### config.mk
export PLATFORM = sky130hd
export DESIGN_NAME = rect_fill_write_generator_top
export DESIGN_NICKNAME = d
export VERILOG_FILES = /design/src/sv/rfw_pkg.sv /design/src/sv/rfw_regs.sv /design/src/sv/rfw_engine.sv /design/src/sv/rfw_out_reg.sv /design/src/sv/rect_fill_write_generator_top.sv
export SDC_FILE = /design/constraint.sdc
export NUM_CORES = 2
export LEC_CHECK = 0
export BUFFER_PORTS_ARGS = -buffer_cell sky130_fd_sc_hd__buf_4
export CORE_MARGIN = 2
export CORE_UTILIZATION = 55
export CTS_CLUSTER_DIAMETER = 80
export DETAILED_ROUTE_END_ITERATION = 7
export GPL_ROUTABILITY_DRIVEN = 0
export PLACE_DENSITY = 0.74
export SYNTH_ARGS = -nofsm -noshare
export SYNTH_HDL_FRONTEND = slang
export SYNTH_HIERARCHICAL = 1
export SYNTH_SLANG_ARGS = --single-unit
### constraint.sdc
create_clock -name clk_i -period 12.1 [get_ports clk_i]
set_input_delay 2.42 -clock clk_i [delete_from_list [all_inputs] [get_ports clk_i]]
set_output_delay 2.42 -clock clk_i [all_outputs]
set_load 0.02 [all_outputs]
### src/sv/rfw_pkg.sv
// shared types and constants for the rectangle fill write generator
package rfw_pkg;

  localparam int unsigned DEF_MAX_DIM   = 4096;
  localparam int unsigned DEF_ADDR_BITS = 32;

  localparam int unsigned PADDR_W = 4;

  localparam logic [1:0] REG_FB_BASE    = 2'd0;
  localparam logic [1:0] REG_ROW_STRIDE = 2'd1;
  localparam logic [1:0] REG_PIXEL_MODE = 2'd2;

  typedef enum logic [1:0] {
    MODE_8BPP  = 2'd0,
    MODE_16BPP = 2'd1,
    MODE_32BPP = 2'd2,
    MODE_1BPP  = 2'd3
  } rfw_mode_e;

  typedef enum logic [1:0] {
    SEG_LEFT  = 2'd0,
    SEG_FULL  = 2'd1,
    SEG_RIGHT = 2'd2,
    SEG_ONE   = 2'd3
  } rfw_seg_e;

  typedef enum logic {
    REQ_START   = 1'b0,
    REQ_ADVANCE = 1'b1
  } rfw_req_e;

  typedef struct packed {
    logic [31:0] fb_base;
    logic [15:0] row_stride;
    rfw_mode_e   pixel_mode;
  } rfw_cfg_t;

  typedef struct packed {
    logic [31:0] write_addr;
    logic [31:0] write_data;
    logic [31:0] write_bits;
    logic        last_write;
  } rfw_wr_t;

endpackage

### src/sv/rfw_regs.sv
// apb configuration registers: framebuffer base, row stride, pixel mode
module rfw_regs import rfw_pkg::*; (
  input  logic               clk_i,
  input  logic               rst_ni,
  input  logic               psel,
  input  logic               penable,
  input  logic               pwrite,
  input  logic [PADDR_W-1:0] paddr,
  input  logic [31:0]        pwdata,
  output logic [31:0]        prdata,
  output logic               pready,
  output rfw_cfg_t           cfg_o
);

  logic [31:0] fb_base_q;
  logic [15:0] row_stride_q;
  rfw_mode_e   pixel_mode_q;
  logic        wr_en;
  logic [1:0]  reg_idx;

  assign pready  = 1'b1;
  assign reg_idx = paddr[3:2];
  assign wr_en   = psel & penable & pwrite & pready;

  always_ff @(posedge clk_i or negedge rst_ni) begin
    if (!rst_ni) begin
      fb_base_q    <= '0;
      row_stride_q <= '0;
      pixel_mode_q <= MODE_8BPP;
    end else if (wr_en) begin
      case (reg_idx)
        REG_FB_BASE:    fb_base_q    <= pwdata;
        REG_ROW_STRIDE: row_stride_q <= pwdata[15:0];
        REG_PIXEL_MODE: pixel_mode_q <= rfw_mode_e'(pwdata[1:0]);
        default: ;
      endcase
    end
  end

  always_comb begin
    case (reg_idx)
      REG_FB_BASE:    prdata = fb_base_q;
      REG_ROW_STRIDE: prdata = {16'b0, row_stride_q};
      REG_PIXEL_MODE: prdata = {30'b0, pixel_mode_q};
      default:        prdata = '0;
    endcase
  end

  assign cfg_o = {fb_base_q, row_stride_q, pixel_mode_q};

endmodule

### src/sv/rfw_engine.sv
// rectangle walk state and per-beat write address, data and mask logic
module rfw_engine import rfw_pkg::*; #(
  parameter int unsigned MAX_DIM   = DEF_MAX_DIM,
  parameter int unsigned ADDR_BITS = DEF_ADDR_BITS
) (
  input  logic        clk_i,
  input  logic        rst_ni,
  input  rfw_cfg_t    cfg_i,
  input  logic        step_i,
  input  logic        req_type_i,
  input  logic [11:0] rect_x_i,
  input  logic [11:0] rect_y_i,
  input  logic [12:0] rect_w_i,
  input  logic [12:0] rect_h_i,
  input  logic [31:0] fill_value_i,
  output logic        emit_o,
  output rfw_wr_t     wr_o
);

  localparam int unsigned AW    = ADDR_BITS;
  localparam int unsigned DIM_W = $clog2(MAX_DIM + 1);
  localparam int unsigned SUM_W = ((DIM_W > 12) ? DIM_W : 12) + 1;
  localparam int unsigned EFX_W = SUM_W - 3;

  logic [AW-1:0]    row_base_q, row_base_d;
  logic [AW-1:0]    write_ptr_q, write_ptr_d;
  logic [DIM_W-1:0] cols_left_q, cols_left_d;
  logic [DIM_W-1:0] rows_left_q, rows_left_d;
  logic             busy_q, busy_d;
  rfw_seg_e         seg_q, seg_d;
  logic [31:0]      fill_q, fill_d;
  logic [11:0]      saved_x_q, saved_x_d;
  logic [DIM_W-1:0] saved_w_q, saved_w_d;

  logic [DIM_W-1:0] w_sat, h_sat;
  logic [27:0]      stride_prod;
  logic [AW-1:0]    rb_start, rb_next;
  logic             is_start;

  // row setup inputs and results
  logic [11:0]      br_x;
  logic [DIM_W-1:0] br_w;
  logic [AW-1:0]    br_rb;
  logic [SUM_W-1:0] br_sum;
  logic [9:0]       sfx;
  logic [EFX_W-1:0] efx;
  logic [13:0]      x_off;
  rfw_seg_e         br_seg;
  logic             br_load;
  logic [DIM_W-1:0] br_cols;
  logic [AW-1:0]    br_ptr;

  logic [2:0]  lb;
  logic [7:0]  lmask, rmask, color8, bits8;
  logic [31:0] pix_bits;
  logic [AW-1:0] out_addr, ptr_step;
  logic [AW+31:0] addr_pad;
  logic        row_done;
  logic [31:0] wr_data;
  logic [31:0] wr_bits;
  logic        wr_last;

  assign is_start = (req_type_i == REQ_START);

  assign w_sat = ({19'b0, rect_w_i} > MAX_DIM) ? DIM_W'(MAX_DIM) : DIM_W'(rect_w_i);
  assign h_sat = ({19'b0, rect_h_i} > MAX_DIM) ? DIM_W'(MAX_DIM) : DIM_W'(rect_h_i);

  assign stride_prod = cfg_i.row_stride * rect_y_i;
  assign rb_start    = AW'(cfg_i.fb_base) + AW'(stride_prod);
  assign rb_next     = row_base_q + AW'(cfg_i.row_stride);

  assign br_x  = is_start ? rect_x_i : saved_x_q;
  assign br_w  = is_start ? w_sat : saved_w_q;
  assign br_rb = is_start ? rb_start : rb_next;

  assign br_sum = SUM_W'(br_x) + SUM_W'(br_w);
  assign sfx    = 10'(({1'b0, br_x} + 13'd7) >> 3);
  assign efx    = br_sum[SUM_W-1:3];
  assign lb     = br_sum[2:0];

  always_comb begin
    case (cfg_i.pixel_mode)
      MODE_16BPP: x_off = {1'b0, br_x, 1'b0};
      MODE_32BPP: x_off = {br_x, 2'b00};
      default:    x_off = {2'b00, br_x};
    endcase
  end

  always_comb begin
    br_seg  = SEG_FULL;
    br_load = 1'b0;
    br_cols = br_w;
    br_ptr  = br_rb + AW'(x_off);
    if (cfg_i.pixel_mode == MODE_1BPP) begin
      br_ptr  = br_rb + AW'(sfx);
      br_cols = DIM_W'(efx - EFX_W'(sfx));
      if (EFX_W'(sfx) > efx) begin
        br_seg = SEG_ONE;
      end else if (br_x[2:0] != 3'd0) begin
        br_seg = SEG_LEFT;
      end else if (efx > EFX_W'(sfx)) begin
        br_seg  = SEG_FULL;
        br_load = 1'b1;
      end else begin
        br_seg = SEG_RIGHT;
      end
    end else begin
      br_load = 1'b1;
    end
  end

  assign lmask  = 8'hff >> saved_x_q[2:0];
  assign rmask  = ~(8'hff >> lb);
  assign color8 = {8{fill_q[0]}};

  always_comb begin
    case (cfg_i.pixel_mode)
      MODE_16BPP: begin
        pix_bits = 32'h0000_ffff;
        ptr_step = AW'(2);
      end
      MODE_32BPP: begin
        pix_bits = 32'hffff_ffff;
        ptr_step = AW'(4);
      end
      default: begin
        pix_bits = 32'h0000_00ff;
        ptr_step = AW'(1);
      end
    endcase
  end

  always_comb begin
    row_base_d  = row_base_q;
    write_ptr_d = write_ptr_q;
    cols_left_d = cols_left_q;
    rows_left_d = rows_left_q;
    busy_d      = busy_q;
    seg_d       = seg_q;
    fill_d      = fill_q;
    saved_x_d   = saved_x_q;
    saved_w_d   = saved_w_q;
    emit_o      = 1'b0;
    row_done    = 1'b0;
    out_addr    = write_ptr_q;
    bits8       = 8'h00;
    wr_data     = '0;
    wr_bits     = '0;
    wr_last     = 1'b0;

    if (step_i && is_start) begin
      fill_d      = fill_value_i;
      saved_x_d   = rect_x_i;
      saved_w_d   = w_sat;
      rows_left_d = h_sat;
      busy_d      = (w_sat != '0) && (h_sat != '0);
      row_base_d  = rb_start;
      if (busy_d) begin
        seg_d = br_seg;
        if (br_load) begin
          cols_left_d = br_cols;
          write_ptr_d = br_ptr;
        end
      end
    end else if (step_i && busy_q) begin
      emit_o = 1'b1;
      if (cfg_i.pixel_mode == MODE_1BPP) begin
        case (seg_q)
          SEG_ONE: begin
            out_addr = row_base_q + AW'(saved_x_q[11:3]);
            bits8    = lmask & rmask;
            row_done = 1'b1;
          end
          SEG_LEFT: begin
            out_addr = row_base_q + AW'(saved_x_q[11:3]);
            bits8    = lmask;
            if (efx > EFX_W'(sfx)) begin
              seg_d       = SEG_FULL;
              cols_left_d = DIM_W'(efx - EFX_W'(sfx));
              write_ptr_d = row_base_q + AW'(sfx);
            end else if (lb != 3'd0) begin
              seg_d = SEG_RIGHT;
            end else begin
              row_done = 1'b1;
            end
          end
          SEG_FULL: begin
            out_addr    = write_ptr_q;
            bits8       = 8'hff;
            write_ptr_d = write_ptr_q + AW'(1);
            if (cols_left_q <= DIM_W'(1)) begin
              cols_left_d = '0;
              if (lb != 3'd0) seg_d = SEG_RIGHT;
              else row_done = 1'b1;
            end else begin
              cols_left_d = cols_left_q - DIM_W'(1);
            end
          end
          default: begin
            out_addr = row_base_q + AW'(efx);
            bits8    = rmask;
            row_done = 1'b1;
          end
        endcase
        wr_bits = {24'b0, bits8};
        wr_data = {24'b0, color8 & bits8};
      end else begin
        out_addr    = write_ptr_q;
        wr_bits     = pix_bits;
        wr_data     = fill_q & pix_bits;
        write_ptr_d = write_ptr_q + ptr_step;
        if (cols_left_q <= DIM_W'(1)) begin
          cols_left_d = '0;
          row_done    = 1'b1;
        end else begin
          cols_left_d = cols_left_q - DIM_W'(1);
        end
      end

      if (row_done) begin
        if (rows_left_q <= DIM_W'(1)) begin
          rows_left_d = '0;
          busy_d      = 1'b0;
          wr_last     = 1'b1;
        end else begin
          rows_left_d = rows_left_q - DIM_W'(1);
          row_base_d  = rb_next;
          seg_d       = br_seg;
          if (br_load) begin
            cols_left_d = br_cols;
            write_ptr_d = br_ptr;
          end
        end
      end
    end
  end

  assign addr_pad = {32'b0, out_addr};
  assign wr_o     = {addr_pad[31:0], wr_data, wr_bits, wr_last};

  always_ff @(posedge clk_i or negedge rst_ni) begin
    if (!rst_ni) begin
      row_base_q  <= '0;
      write_ptr_q <= '0;
      cols_left_q <= '0;
      rows_left_q <= '0;
      busy_q      <= 1'b0;
      seg_q       <= SEG_LEFT;
      fill_q      <= '0;
      saved_x_q   <= '0;
      saved_w_q   <= '0;
    end else begin
      row_base_q  <= row_base_d;
      write_ptr_q <= write_ptr_d;
      cols_left_q <= cols_left_d;
      rows_left_q <= rows_left_d;
      busy_q      <= busy_d;
      seg_q       <= seg_d;
      fill_q      <= fill_d;
      saved_x_q   <= saved_x_d;
      saved_w_q   <= saved_w_d;
    end
  end

endmodule

### src/sv/rfw_out_reg.sv
// result register between the engine and the write channel
module rfw_out_reg import rfw_pkg::*; (
  input  logic    clk_i,
  input  logic    rst_ni,
  input  logic    load_i,
  input  rfw_wr_t wr_i,
  input  logic    ready_i,
  output logic    valid_o,
  output logic    space_o,
  output rfw_wr_t wr_o
);

  logic    valid_q, valid_d;
  rfw_wr_t wr_q;

  assign space_o = !valid_q || ready_i;

  always_comb begin
    valid_d = valid_q;
    if (load_i) valid_d = 1'b1;
    else if (ready_i) valid_d = 1'b0;
  end

  always_ff @(posedge clk_i or negedge rst_ni) begin
    if (!rst_ni) begin
      valid_q <= 1'b0;
    end else begin
      valid_q <= valid_d;
    end
  end

  always_ff @(posedge clk_i) begin
    if (load_i) begin
      wr_q <= wr_i;
    end
  end

  assign valid_o = valid_q;
  assign wr_o    = wr_q;

endmodule

### src/sv/rect_fill_write_generator_top.sv
// top level of the rectangle fill write generator
//
// Request channel (in_valid_i/in_ready_o): a start beat latches the
// rectangle and fill value and produces no write; each advance beat while a
// rectangle is in progress produces one masked framebuffer write on the
// write channel (out_valid_o/out_ready_i). An advance beat with no
// rectangle in progress produces nothing.
// Registers fb_base, row_stride and pixel_mode sit on the apb port at
// byte offsets 0, 4 and 8; program them while the block is idle.
// A write appears on the write channel in the cycle after its advance beat is taken.
// The block takes one request beat per cycle while the write channel does not stall,
// set by the combinational walk update and the one-entry result register.
// When the write channel stalls, the result register holds its beat and
// in_ready_o drops until that beat is taken.
// Reset clears the registers, the walk state and the result valid.
module rect_fill_write_generator_top import rfw_pkg::*; #(
  parameter int unsigned MAX_DIM   = DEF_MAX_DIM,
  parameter int unsigned ADDR_BITS = DEF_ADDR_BITS
) (
  input  logic               clk_i,
  input  logic               rst_ni,
  input  logic               psel,
  input  logic               penable,
  input  logic               pwrite,
  input  logic [PADDR_W-1:0] paddr,
  input  logic [31:0]        pwdata,
  output logic [31:0]        prdata,
  output logic               pready,
  input  logic               in_valid_i,
  output logic               in_ready_o,
  input  logic               req_type_i,
  input  logic [11:0]        rect_x_i,
  input  logic [11:0]        rect_y_i,
  input  logic [12:0]        rect_w_i,
  input  logic [12:0]        rect_h_i,
  input  logic [31:0]        fill_value_i,
  output logic               out_valid_o,
  input  logic               out_ready_i,
  output logic [31:0]        write_addr_o,
  output logic [31:0]        write_data_o,
  output logic [31:0]        write_bits_o,
  output logic               last_write_o
);

  rfw_cfg_t cfg;
  rfw_wr_t  eng_wr;
  rfw_wr_t  out_wr;
  logic     emit;
  logic     space;
  logic     step;

  assign in_ready_o = space;
  assign step       = in_valid_i & space;

  rfw_regs u_regs (
    .clk_i   (clk_i),
    .rst_ni  (rst_ni),
    .psel    (psel),
    .penable (penable),
    .pwrite  (pwrite),
    .paddr   (paddr),
    .pwdata  (pwdata),
    .prdata  (prdata),
    .pready  (pready),
    .cfg_o   (cfg)
  );

  rfw_engine #(
    .MAX_DIM   (MAX_DIM),
    .ADDR_BITS (ADDR_BITS)
  ) u_engine (
    .clk_i        (clk_i),
    .rst_ni       (rst_ni),
    .cfg_i        (cfg),
    .step_i       (step),
    .req_type_i   (req_type_i),
    .rect_x_i     (rect_x_i),
    .rect_y_i     (rect_y_i),
    .rect_w_i     (rect_w_i),
    .rect_h_i     (rect_h_i),
    .fill_value_i (fill_value_i),
    .emit_o       (emit),
    .wr_o         (eng_wr)
  );

  rfw_out_reg u_out_reg (
    .clk_i   (clk_i),
    .rst_ni  (rst_ni),
    .load_i  (emit),
    .wr_i    (eng_wr),
    .ready_i (out_ready_i),
    .valid_o (out_valid_o),
    .space_o (space),
    .wr_o    (out_wr)
  );

  assign write_addr_o = out_wr.write_addr;
  assign write_data_o = out_wr.write_data;
  assign write_bits_o = out_wr.write_bits;
  assign last_write_o = out_wr.last_write;

endmodule

; ---- Word-level counts from Yosys, hierarchy flattened
; Index checks and enable logic that the tools add are counted.
[classes]
n_eq_ne = 10
n_bitwise = 10
n_lt_le_gt_ge = 6
addsub = 14
n_reduce_logical = 27
muxes = 85
n_shift = 2
multipliers = 1
[op_table]
columns = cell, count
row1 = 32-bit 2-to-1 mux, 18
row2 = 13-bit 2-to-1 mux, 18
row3 = 32-bit case mux with 2 select lines, 3
row4 = 32-bit case mux with 3 select lines, 1
row5 = 32-bit by 10-bit adder with 32-bit output, 2
row6 = 8-bit 2-to-1 mux, 5
row7 = 32-bit by 1-bit adder with 32-bit output (second input constant), 1
row8 = 32-bit by 11-bit adder with 32-bit output, 1
row9 = 32-bit by 14-bit adder with 32-bit output, 1
row10 = 32-bit by 16-bit adder with 32-bit output, 1
row11 = 32-bit by 28-bit adder with 32-bit output, 1
row12 = 32-bit by 3-bit adder with 32-bit output, 1
row13 = 32-bit by 9-bit adder with 32-bit output, 1
row14 = 32-bit AND, 1
row15 = 16-bit by 12-bit multiplier with 28-bit output, 1
row16 = 14-bit case mux with 2 select lines, 1
row17 = 13-bit greater-than comparator (second input constant), 2
row18 = 13-bit by 1-bit <= comparator with 1-bit output (second input constant), 2
row19 = 2-bit 2-to-1 mux, 13
row20 = 13-bit case mux with 2 select lines, 1
row21 = 13-bit nonzero test, 2
row22 = 13-bit by 1-bit subtractor with 13-bit output (second input constant), 2
row23 = 8-bit case mux with 3 select lines, 1
row24 = 1-bit 2-to-1 mux, 20
row25 = other kinds (28), 55
[word_totals]
ff_bits = 298
output_inout_bits = 132

; ---- Depth between registers and ports, before layout
[depth]
depth_word = 14
mapped_depth = 35

; ---- Hierarchy
; Netlist, hierarchy kept.
[modules_own_cells]
columns = module, n_inst, area_per_inst_um2, cells_per_inst
row1 = rfw_engine, 1, 24064.3, 3196
row2 = rfw_out_reg, 1, 2960.3, 100
row3 = rfw_regs, 1, 2270.9, 167
row4 = rect_fill_write_generator_top, 1, 6.3, 1

; ---- Worst setup path after synthesis
; No wires, ideal clock.
[synth_path]
path_type = input to register
from = input req_type_i
to = register u_engine.row_base_q[22]
t_arrival_ns = 9.235
path_stages = 33
setup_ns = 0.142
setup_slack_ns = 2.723
required_time_ns = 11.958
cell_sequence = buf_2 -> buf_1 -> buf_1 -> buf_1 -> clkbuf_1 -> clkbuf_1 -> o21ai_0 -> ha_1 -> fa_1 -> a21o_1 -> a21oi_1 -> o21bai_1 -> a21oi_1 -> o21bai_1 -> a21oi_1 -> nor2b_1 -> o21a_1 -> o41a_1 -> xnor2_1 -> ha_1 -> nand2_1 -> nor3_1 -> nor2_1 -> a21oi_1 -> o21ai_1 -> o21ai_1 -> and3_1 -> and2_1 -> buf_2 -> buf_2 -> nand3_1 -> xnor2_1 -> mux2i_1
[synth_between]
elab_chain_cells = 11
elab_cells_between_ends = 20
[synth_rtl]
columns = element, line_no
row1 = from (decl), rect_fill_write_generator_top.sv:31  ; input logic req_type_i,
row2 = branches (longest 11 deep; another with 12-bit by 13-bit adder with 14-bit output), n/a
row3 = to (signal assigned), rfw_engine.sv:253  ; row_base_q <= row_base_d;
row4 = to (decl), rfw_engine.sv:25  ; logic [AW-1:0] row_base_q, row_base_d;
; Several ways; the timed one is not identified. The select of a mux whose other input is x is not followed.
; A chain may end at the register's enable or synchronous reset.

; ---- Worst setup path after layout
[layout_path]
from = input req_type_i
to = register u_engine.write_ptr_q[30]
[layout_between]
elab_chain_cells = 12
elab_cells_between_ends = 41
[layout_rtl]
columns = element, line_no
row1 = branches (longest 12 deep; another with 32-bit by 10-bit adder with 32-bit output), n/a
row2 = to (signal assigned), rfw_engine.sv:254  ; write_ptr_q <= write_ptr_d;
row3 = to (decl), rfw_engine.sv:26  ; logic [AW-1:0] write_ptr_q, write_ptr_d;
; Several ways; the timed one is not identified. The select of a mux whose other input is x is not followed.

==> results.toml <==
[run_status]
outcome = "finished, final reports clean"

[timing]
fmax_ghz = 0.104
skew_ps = 34.0
min_period_ps = 9570
min_period_over_period = 0.791
setup_viol_count_final = 0
tightest_slew_ps = 1210
slew_headroom = 0.188
setup_tns_ps = 0
rsz0062_at_grt = "no"
drv_slew = 0
fin_hold_ws_ps = 466
hold_viol = 0

[global_routing]
grt_max_degree = 94
grt_pass1_wl_mm = 134
groute.usage.overall = 0.302
antenna_found_initial = 0
overflow = 0
grt_pass1_vias = 24600

[yosys]
synth_nets = 3924
yosysWarnings = 6
ys.flop_type = "dfrtp_1"
synth_edf_count = 97
ys_types = 99
ys_seq_area_frac = 0.271
async_flop_share = 0.674
synth_area_leaders = "dfrtp_1, fa_1, edfxtp_1"
syn_area_mm2 = 0.0293
syn_inst = 3464
synth_area_per_cell_um2 = 8.46
ys_seq_elements = 298
synth_top_area_cell = "dfrtp_1"
synth_top_area_frac = 0.172

[critical_path]
cpMostUsedCell = "a21oi_1"
reg2reg_slack_ps = 4540
arrival_ps = 10090
rr_worst_depth = 28
r2r_start = "u_regs/row_stride_q[5]"
cpPeakStageDelay_ps = 690
critPathCaptureType = "flip-flop"
cpMaxStageDelayCell = "a31o_2"
cp_top_family = "compound AO/OA/AOI/OAI gates"
r2r_end = "u_engine/write_ptr_q[22]"
critPathKind = "in -> reg"
cp_max_fo = 46
cp.required_ps = 12620
start_kind = "input pin"
crit_buf_inv = 2

[run]
drv_cap = 0

[cts]
cts_hold_repair.buffers = 0
cts_max_path_buffers = 3
cts_tree = "built"
clk_pin_slew_ps = 60
cts_root_buf = "clkbuf_16"
htreeDepth = 2
cts.sinks = 298
cts_buffers = 39
insertion_delay_ps = 590
post_cts_buffers = 0
cts_resized = 0

[die]
start_util = 0.556
pin_count = 258
rows = 84
die_area_mm2 = 0.0551
die_height_um = 235
fp.coreArea_mm2 = 0.0527
die_w_um = 235

[final_layout]
nets = 4022
drive_gt1_frac = 0.130
syn_to_final_growth_pct = 11.5
stdcell_count = 4282
fin_util = 0.620

[route]
first_iter_violations = 2578
num_vias = 25800
dr.pass1.iters = 7
routed_wl_mm = 84.1
drc = 0
viasPerCell = 6.02
route.antenna.remaining_nets = 0
wl_per_cell_um = 19.6

[placed_design]
place_hpwl_mm = 62.5
io_buffer_count = 254
dp.cells = 4209

[min_path]
hp-start = "u_engine/fill_q[20]"
hold_path_end = "u_engine/fill_q[20]"
hold_depth = 2
hold_class = "reg -> reg"
-- cell type report --
cell class | instances | area, um2
inverter | 315 | 1180
antenna | 1 | 2.50
clock buffer | 46 | 1060
clock inverter | 26 | 250
sequential | 298 | 7940
fill | 4606 | 20000
timing repair buffer | 277 | 2090
multi-input combinational | 2631 | 19300
tap | 688 | 861
-- tightest hold or removal path, delay by kind of cell (launching register included) --
kind	cells	cell delay, ps
flip-flops	1	330
AND/OR/NAND/NOR	2	100
-- sequential cells by signal (all words and copies together), names as in the netlist, 12 cells and up --
signal / count
u_regs/row_stride_q: 16
u_engine/saved_w_q: 13
u_engine/fill_q: 32
u_out_reg/wr_o: 97
u_engine/cols_left_q: 13
u_engine/rows_left_q: 13
u_engine/saved_x_q: 12
u_engine/row_base_q: 32
u_regs/fb_base_q: 32
u_engine/write_ptr_q: 32
-- synthesized netlist by cell type, types with 65 or more instances --
library cell  count
o21ai_0         211
mux2_2           81
fa_1            174
ha_1            160
nor3_1           65
nand2_1         496
inv_1           311
edfxtp_1         97
and2_1          165
dfrtp_1         201
a21oi_1         201
xnor2_1         107
nand3_1          70
clkbuf_1        159
xor2_1           86
nor2_1          213
-- through the flow --
step	cell area, um2	worst slack, ps
after floorplan	29300	2720
after global placement	31400	2210
after detailed placement	31400	2110
after CTS	32700	2710
after global routing	32700	2110
final	32700	2530
-- worst max-delay path by stage --
| stage | from | end | slack (ps) | cells past startpoint |
|---|---|---|---|---|
| 2_1_floorplan | req_type_i | u_engine/row_base_q[22] | 2720 | 33 |
| 3_3_place_gp | req_type_i | u_engine/write_ptr_q[30] | 2210 | 26 |
| 5_1_grt | req_type_i | u_engine/write_ptr_q[31] | 2110 | 27 |
| 4_1_cts | req_type_i | u_engine/write_ptr_q[30] | 2710 | 26 |
| 3_5_place_dp | req_type_i | u_engine/write_ptr_q[30] | 2110 | 26 |
| 6_report | req_type_i | u_engine/write_ptr_q[30] | 2530 | 26 |
-- metal layers --
layer,track usage,wire length [um]
met3,0.0355,5680
met4,0.128,3480
met5,0,0
met2,0.498,40000
met1,0.404,34900
-- layout by cell type (no fill, tap or decap), types with 42 or more instances in the layout --
| cell | synthesis | final |
|---|---|---|
| nor3_1 | 65 | 65 |
| nand2_1 | 496 | 494 |
| mux2_2 | 81 | 81 |
| o21ai_0 | 211 | 211 |
| nor2_1 | 213 | 213 |
| a211oi_1 | 53 | 53 |
| dfrtp_1 | 201 | 201 |
| a21oi_1 | 201 | 200 |
| inv_1 | 311 | 311 |
| and2_1 | 165 | 165 |
| fa_1 | 174 | 174 |
| nand3_1 | 70 | 70 |
| buf_4 | 29 | 276 |
| xnor2_1 | 107 | 107 |
| ha_1 | 160 | 159 |
| xor2_1 | 86 | 86 |
| mux2i_1 | 42 | 42 |
| a21o_1 | 44 | 44 |
| edfxtp_1 | 97 | 97 |
-- cells by family after synthesis --
| logic type | synth area share |
|---|---|
| DFF | 0.271 |
| other | 0.000128 |
| buffers and inverters | 0.0731 |
| muxes | 0.0483 |
| xor gates and xnor gates | 0.0577 |
| adders and majority gates | 0.187 |
| and+or+nand+nor | 0.194 |
| AOI/OAI and AO/OA | 0.168 |
Power is not shown: default switching activity piles up to over one toggle a cycle in this logic, so the estimate is an artifact.
